===== src/rtl/lph_pkg.sv =====
// Shared types and constants for the linear probing hash set.
// Used by the top level, the front end and the back end; depends on nothing.
package lph_pkg;

  typedef enum logic [1:0] {
    MODE_INSERT = 2'd0,
    MODE_LOOKUP = 2'd1,
    MODE_REMOVE = 2'd2,
    MODE_NONE   = 2'd3
  } mode_e;

  typedef enum logic [1:0] {
    ST_DONE   = 2'd0,
    ST_FULL   = 2'd1,
    ST_DUP    = 2'd2,
    ST_ABSENT = 2'd3
  } status_e;

  typedef enum logic [1:0] {
    KIND_EMPTY  = 2'd0,
    KIND_FILLED = 2'd1,
    KIND_TOMB   = 2'd2
  } kind_e;

  localparam int unsigned CFG_W = 11;
  localparam int unsigned HOME_W = 10;
  localparam int unsigned CNT_W = 11;
  localparam int unsigned KEY_W = 64;

endpackage


===== src/rtl/lph_front.sv =====
// Front end: accepts requests, reduces the home slot into range and
// queues decoded words for the back end. Uses lph_pkg.
module lph_front import lph_pkg::*; #(
  parameter int unsigned SLOTS    = 1024,
  parameter int unsigned KEY_BITS = 64
) (
  input  logic                     clk_i,
  input  logic                     rst_ni,
  input  logic [CFG_W-1:0]         active_i,
  input  logic                     in_valid,
  output logic                     in_stall,
  input  logic [1:0]               mode_i,
  input  logic [KEY_W-1:0]         key_i,
  input  logic [HOME_W-1:0]        home_slot_i,
  output logic                     q_valid_o,
  input  logic                     q_pop_i,
  output logic [1:0]               q_mode_o,
  output logic [KEY_BITS-1:0]      q_key_o,
  output logic [$clog2(SLOTS)-1:0] q_start_o,
  output logic [$clog2(SLOTS+1)-1:0] q_act_o
);

  localparam int unsigned IW = $clog2(SLOTS);
  localparam int unsigned AW = $clog2(SLOTS+1);

  // Effective active count, clamped to one and SLOTS.
  logic [AW-1:0] act;
  always_comb begin
    if (active_i == '0) act = AW'(1);
    else if (32'(active_i) > SLOTS) act = AW'(SLOTS);
    else act = AW'(active_i);
  end

  // Reduction stage: the home slot is at most 1023, so subtract the active
  // count repeatedly, one subtraction per cycle.
  logic             red_busy_q;
  logic [1:0]       red_mode_q;
  logic [KEY_BITS-1:0] red_key_q;
  logic [HOME_W-1:0] red_home_q;
  logic [AW-1:0]    red_act_q;

  // Two-entry queue.
  logic [1:0]          cnt_q;
  logic                wp_q, rp_q;
  logic [1:0]          fm_q [2];
  logic [KEY_BITS-1:0] fk_q [2];
  logic [IW-1:0]       fs_q [2];
  logic [AW-1:0]       fa_q [2];

  logic in_acc, red_done, push;
  assign in_stall = red_busy_q;
  assign in_acc   = in_valid && !red_busy_q;
  assign red_done = red_busy_q && (32'(red_home_q) < 32'(red_act_q));
  assign push     = red_done && (cnt_q != 2'd2);

  assign q_valid_o = (cnt_q != 2'd0);
  assign q_mode_o  = fm_q[rp_q];
  assign q_key_o   = fk_q[rp_q];
  assign q_start_o = fs_q[rp_q];
  assign q_act_o   = fa_q[rp_q];

  always_ff @(posedge clk_i or negedge rst_ni) begin
    if (!rst_ni) begin
      red_busy_q <= 1'b0;
      cnt_q <= 2'd0;
      wp_q <= 1'b0;
      rp_q <= 1'b0;
    end else begin
      if (in_acc) begin
        red_busy_q <= 1'b1;
        red_mode_q <= mode_i;
        red_key_q  <= key_i[KEY_BITS-1:0];
        red_home_q <= home_slot_i;
        red_act_q  <= act;
      end else if (push) begin
        red_busy_q <= 1'b0;
      end else if (red_busy_q && !red_done) begin
        red_home_q <= HOME_W'(32'(red_home_q) - 32'(red_act_q));
      end
      if (push) begin
        fm_q[wp_q] <= red_mode_q;
        fk_q[wp_q] <= red_key_q;
        fs_q[wp_q] <= IW'(red_home_q);
        fa_q[wp_q] <= red_act_q;
        wp_q <= !wp_q;
      end
      if (q_pop_i) rp_q <= !rp_q;
      cnt_q <= cnt_q + {1'b0, push} - {1'b0, q_pop_i};
    end
  end

endmodule


===== config.mk =====
export PLATFORM = sky130hd
export DESIGN_NAME = lph_front
export DESIGN_NICKNAME = d
export VERILOG_FILES = /design/src/rtl/lph_pkg.sv /design/src/rtl/lph_front.sv
export SDC_FILE = /design/constraint.sdc
export NUM_CORES = 1
export LEC_CHECK = 0
export ABC_AREA = 0
export BUFFER_PORTS_ARGS = -buffer_cell sky130_fd_sc_hd__buf_2
export CAP_MARGIN = 40
export CORE_MARGIN = 2
export CORE_UTILIZATION = 59
export DETAILED_ROUTE_END_ITERATION = 12
export GPL_ROUTABILITY_DRIVEN = 0
export PLACE_DENSITY = 0.93
export SETUP_SLACK_MARGIN = 0.5
export SLEW_MARGIN = 10
export SYNTH_ARGS = -nofsm -noshare
export SYNTH_HDL_FRONTEND = slang
export SYNTH_SLANG_ARGS = --single-unit
export TNS_END_PERCENT = 1

===== constraint.sdc =====
create_clock -name clk_i -period 9.7 [get_ports clk_i]
set_input_delay 1.94 -clock clk_i [delete_from_list [all_inputs] [get_ports clk_i]]
set_output_delay 1.94 -clock clk_i [all_outputs]
set_load 0.05 [all_outputs]

Word level (Yosys, flattened, before mapping)
Memory sizes are Yosys's and may differ from the RTL's.
Cells that the tools add are included.
Widths: inputs -> output; s select.
{"block": "classes", "eq_ne": 2, "n_addsub": 3, "mux": 8, "n_reduce_logical": 16, "magnitude_cmp": 2}
{"op": "$mux 10", "count": 3}
{"op": "$gt 11x11->1 const B", "count": 1}
{"op": "$logic_not 11->1", "count": 1}
{"op": "$lt 10x11->1", "count": 1}
{"op": "$mux 11", "count": 1}
{"op": "$sub 10x10->10", "count": 1}
{"op": "$reduce_bool 2->1", "count": 3}
{"op": "$logic_and 1x1->1", "count": 5}
{"op": "$logic_not 1->1", "count": 4}
{"op": "$mux 1", "count": 4}
{"op": "$ne 2x2->1 const B", "count": 2}
{"op": "$reduce_and 3->1", "count": 1}
{"op": "$add 2x1->2", "count": 1}
{"op": "$reduce_and 2->1", "count": 1}
{"op": "$reduce_or 2->1", "count": 1}
{"op": "$sub 2x1->2", "count": 1}
{"block": "word_totals", "output_inout_bits": 89, "register_bits": 92, "wordCells": 44, "mem_bits_rw": 174, "memories": 4}
{"memory": "fk_q", "depth": 2, "width": 64, "read_ports": 1, "rd_clocked_by_memory_dff": 0, "write_ports": 1, "line": "lph_front.sv:46", "source": "logic [KEY_BITS-1:0] fk_q [2];"}
{"memory": "fa_q", "depth": 2, "width": 11, "read_ports": 1, "rd_clocked_by_memory_dff": 0, "write_ports": 1, "line": "lph_front.sv:48", "source": "logic [AW-1:0] fa_q [2];"}
{"memory": "fs_q", "depth": 2, "width": 10, "read_ports": 1, "rd_clocked_by_memory_dff": 0, "write_ports": 1, "line": "lph_front.sv:47", "source": "logic [IW-1:0] fs_q [2];"}
{"memory": "fm_q", "depth": 2, "width": 2, "read_ports": 1, "rd_clocked_by_memory_dff": 0, "write_ports": 1, "line": "lph_front.sv:45", "source": "logic [1:0] fm_q [2];"}

Depth between registers and ports, before layout
{"block": "logic_depth", "depth_word": 7, "depth_mapped": 12, "depth_no_buf": 12}

Worst setup path after synthesis
OpenSTA, ideal clock, no wires.
{"block": "synth_timing", "path_type": "input -> register", "start": "in rst_ni", "end": "mem fa_q[0][0] (netlist name) (enable)", "cell_stages": 1, "path_slack_ns": 5.221, "arrival_ns": 4.023, "n_path_buf": 0, "path_cell_list": "and3b_1"}
{"block": "synth_between", "elab_chain_len": 2}
{"item": "from (decl)", "line": "lph_front.sv:8", "source": "input logic rst_ni,"}
{"item": "$logic_and 1x1->1 (implied by the code)", "line": "lph_front.sv:84", "source": "fa_q[wp_q] <= red_act_q;"}
{"item": "$mux 1 (implied by the code)", "line": "lph_front.sv:84"}
{"item": "to (decl)", "line": "lph_front.sv:48"}
Every way passes these cells.

Final worst setup path
{"block": "layout_timing", "start": "reg rp_q", "end": "out q_key_o[63]"}
{"block": "layout_between", "elab_chain_len": 1}
{"item": "from (decl)", "line": "lph_front.sv:44", "source": "logic wp_q, rp_q;"}
{"item": "from (signal assigned)", "line": "lph_front.sv:87", "source": "if (q_pop_i) rp_q <= !rp_q;"}
{"item": "$mem_v2 2x64"}
{"item": "to (decl)", "line": "lph_front.sv:18", "source": "output logic [KEY_BITS-1:0] q_key_o,"}
Every way passes these cells.

==> results.yml <==
finish:
  n_fill_cell: 972
  area_growth_pct: 21.2
  seq_area_sq_um: 7970
  layoutNonFillerInstCount: 929
  diodes: 0
  final_cell_area_sq_um: 11900
  layout.nets: 794
  drive_gt1_frac: 0.446
  multiInputGateArea_sq_um: 1750
  layout_common_cells: "261 x edfxtp_1, 179 x buf_2, 87 x mux2_2, 26 x clkbuf_16, 17 x inv_1"
  layout_commonest_cell: "edfxtp_1"
die:
  io_pins: 180
  die_h_um: 133
  start_util: 0.599
  dieArea_sq_um: 17700
  core_area_sq_um: 16400
  die_w_um: 133
  row_count: 47
drt:
  drc_errors: 0
  wl_mm: 17.7
  firstDrtPassIters: 5
  drt_iter0_markers: 327
  wire_per_inst_um: 19.1
  vias_per_cell: 5.39
  ant_nets: 0
  num_vias: 5007
setup_path:
  rr_endpoint: "fk_q[0][45]"
  path_class: "reg -> out"
  crit_fanout: 54
  worstPathCellList: "buf_16, mux2_2, buf_2"
  worstPathRequired_ns: 7.76
  crit_family: "flip-flops"
  startpoint_type: "flip-flop"
  r2r_cells: 8
  worstSetupEndpointType: "primary output"
  critPathArrivalTime_ns: 2.25
  slowest_stage: "dfrtp_4"
  slowest_delay_ns: 0.75
  r2r_slack_ns: 6.05
  r2r_start: "red_act_q[1]"
  cp_num_buf_inv: 2
grt:
  grt_use_met1: 0.258
  antenna_found_initial: 0
  track_usage: 0.200
  grt_start_max_net_pins: 55
  grt_pass1_vias: 5254
  use_met2: 0.351
  grt_pass1_wl_mm: 27.3
  overflow: 0
  use_met3: 0.0368
  top_usage_layer: "met2"
cts:
  ctsHoldBuffers: 0
  cts-root-buf: "clkbuf_16"
  cts_tree: "yes"
  cts_resized: 0
  cts_buffer_depth: 3
  cts_setup_buffers: 0
  cts.sinks: 266
  clkTransAtPathRegs_ns: 0.06
  clk_latency_ns: 0.51
  cts_buffers: 26
  htree_num_levels: 1
pwr:
  peakVddDrop_mv: 0.301
  pwr_density_cell_nw_per_um2: 326
  p_leak_nw: 4.38
  power_w: 0.00388
logic_synthesis:
  synth_ff_type: "edfxtp_1"
  syn_inst: 492
  synth-seq-cells: 266
  ys_types: 38
  avgSynthCellArea_sq_um: 20.0
  synth_nets: 596
  synthArstFlopShare: 0.0188
  seq_area_frac_synth: 0.810
  yosysWarnings: 0
  synth_edf_count: 261
  synth_area_sq_um: 9830
timing:
  rsz0062_at_grt: "false"
  setup_viol: 0
  slew_headroom: 0.500
  post-route-min-period_ns: 4.19
  drv_slew: 0
  tightest_slew_ns: 0.749
  setup_tns_ns: 0
  fin_ws_ns: 5.51
  hold_viol_final: 0
  timing.final.crit_share: 0.432
  fin_skew_ns: 0.0143
  fmax_mhz: 239
job:
  drv_cap: 0
placement:
  dp.cells: 882
  portBuffers: 179
  post_dp_cell_area_sq_um: 11100
  dpl_worst_slack_ns: 5.74
  dp_hpwl_mm: 11.7
min_path:
  holdCritStartpoint: "red_key_q[10]"
  min_path_type: "reg -> reg"
  worst_hold_path.num_cells: 0
  hold_end: "fk_q[0][10]"
status:
  status: "finished, final reports clean"
[how the worst max path moves through the flow]
| stage | from | endpoint | slack (ns) | depth (start not counted) |
|---|---|---|---|---|
| 6_report | rp_q | q_key_o[63] | 5.51 | 3 |
| 2_1_floorplan | rst_ni | fa_q[0][0] | 5.22 | 1 |
| 3_5_place_dp | rst_ni | fk_q[0][1] | 5.74 | 3 |
| 3_3_place_gp | rp_q | q_act_o[2] | 5.85 | 2 |
| 4_1_cts | rp_q | q_act_o[2] | 5.46 | 3 |
| 5_1_grt | rp_q | q_mode_o[1] | 5.42 | 3 |
[metal layers]
metal	vias to the layer above	share of wire
li1	2300	-
met1	2476	0.40
met2	198	0.52
met3	33	0.059
met4	0	0.020
met5	-	0
[cell usage after synthesis, types with 2 or more instances]
master    number  area (sq um)
nand2_1        7          26.3
nand2b_1       2          12.5
mux2_2        87           980
edfxtp_1     261          7840
clkbuf_1       5          18.8
a21o_1         4          30.0
o21ai_0        3          15.0
and2_1         3          18.8
a21oi_1       15          75.1
nor2b_1       10          62.6
nor3_1         2          10.0
nand3_1        3          15.0
nor2_1        16          60.1
xor2_1         6          52.6
ha_1          12           150
dfrtp_1        5           125
inv_1         17          63.8
o211ai_1       2          15.0
buf_2          9          45.0
xnor2_1        5          43.8
[power breakdown]
group	switching, W	internal [W]	total (W)
combinational	0.000904	0.000381	0.00128
clock	0.000397	0.000602	0.000998
sequential	0.0000946	0.00150	0.00160
[registers in the layout, indices dropped and copies added (netlist names)]
register    cells
fk_q          128
red_key_q      64
fa_q           22
fs_q           20
red_act_q      11
red_home_q     10
fm_q            4
cnt_q           2
red_mode_q      2
in_stall        1
rp_q            1
wp_q            1
[cell type report]
| class | instances | area share |
|---|---|---|
| repair buffers | 184 | 0.0834 |
| flip-flops and latches | 266 | 0.669 |
| multi-input cells | 195 | 0.147 |
| inverters | 17 | 0.00536 |
| clock inverters | 15 | 0.0161 |
| well taps | 220 | 0.0231 |
| clock buffers | 32 | 0.0565 |
[per-stage QoR]
step,utilization,hold slack (ns)
final,0.726,0.438
after global routing,0.726,0.440
after CTS,0.726,0.440
after detailed placement,0.674,0.431
after global placement,0.668,0.423
after floorplan,-,0.421
[kinds of logic after synthesis]
group                    after synthesis  share of synthesized area
adder cells (fa/ha/maj)               13                     0.0173
buffers and inverters                 31                     0.0130
AO/OA/AOI/OAI                         33                     0.0234
flip-flops                           266                      0.810
XOR/XNOR                              11                    0.00980
multiplexers                          88                      0.101
AND/OR/NAND/NOR                       50                     0.0258
No activity file was read; power rests on OpenSTA's default activity.
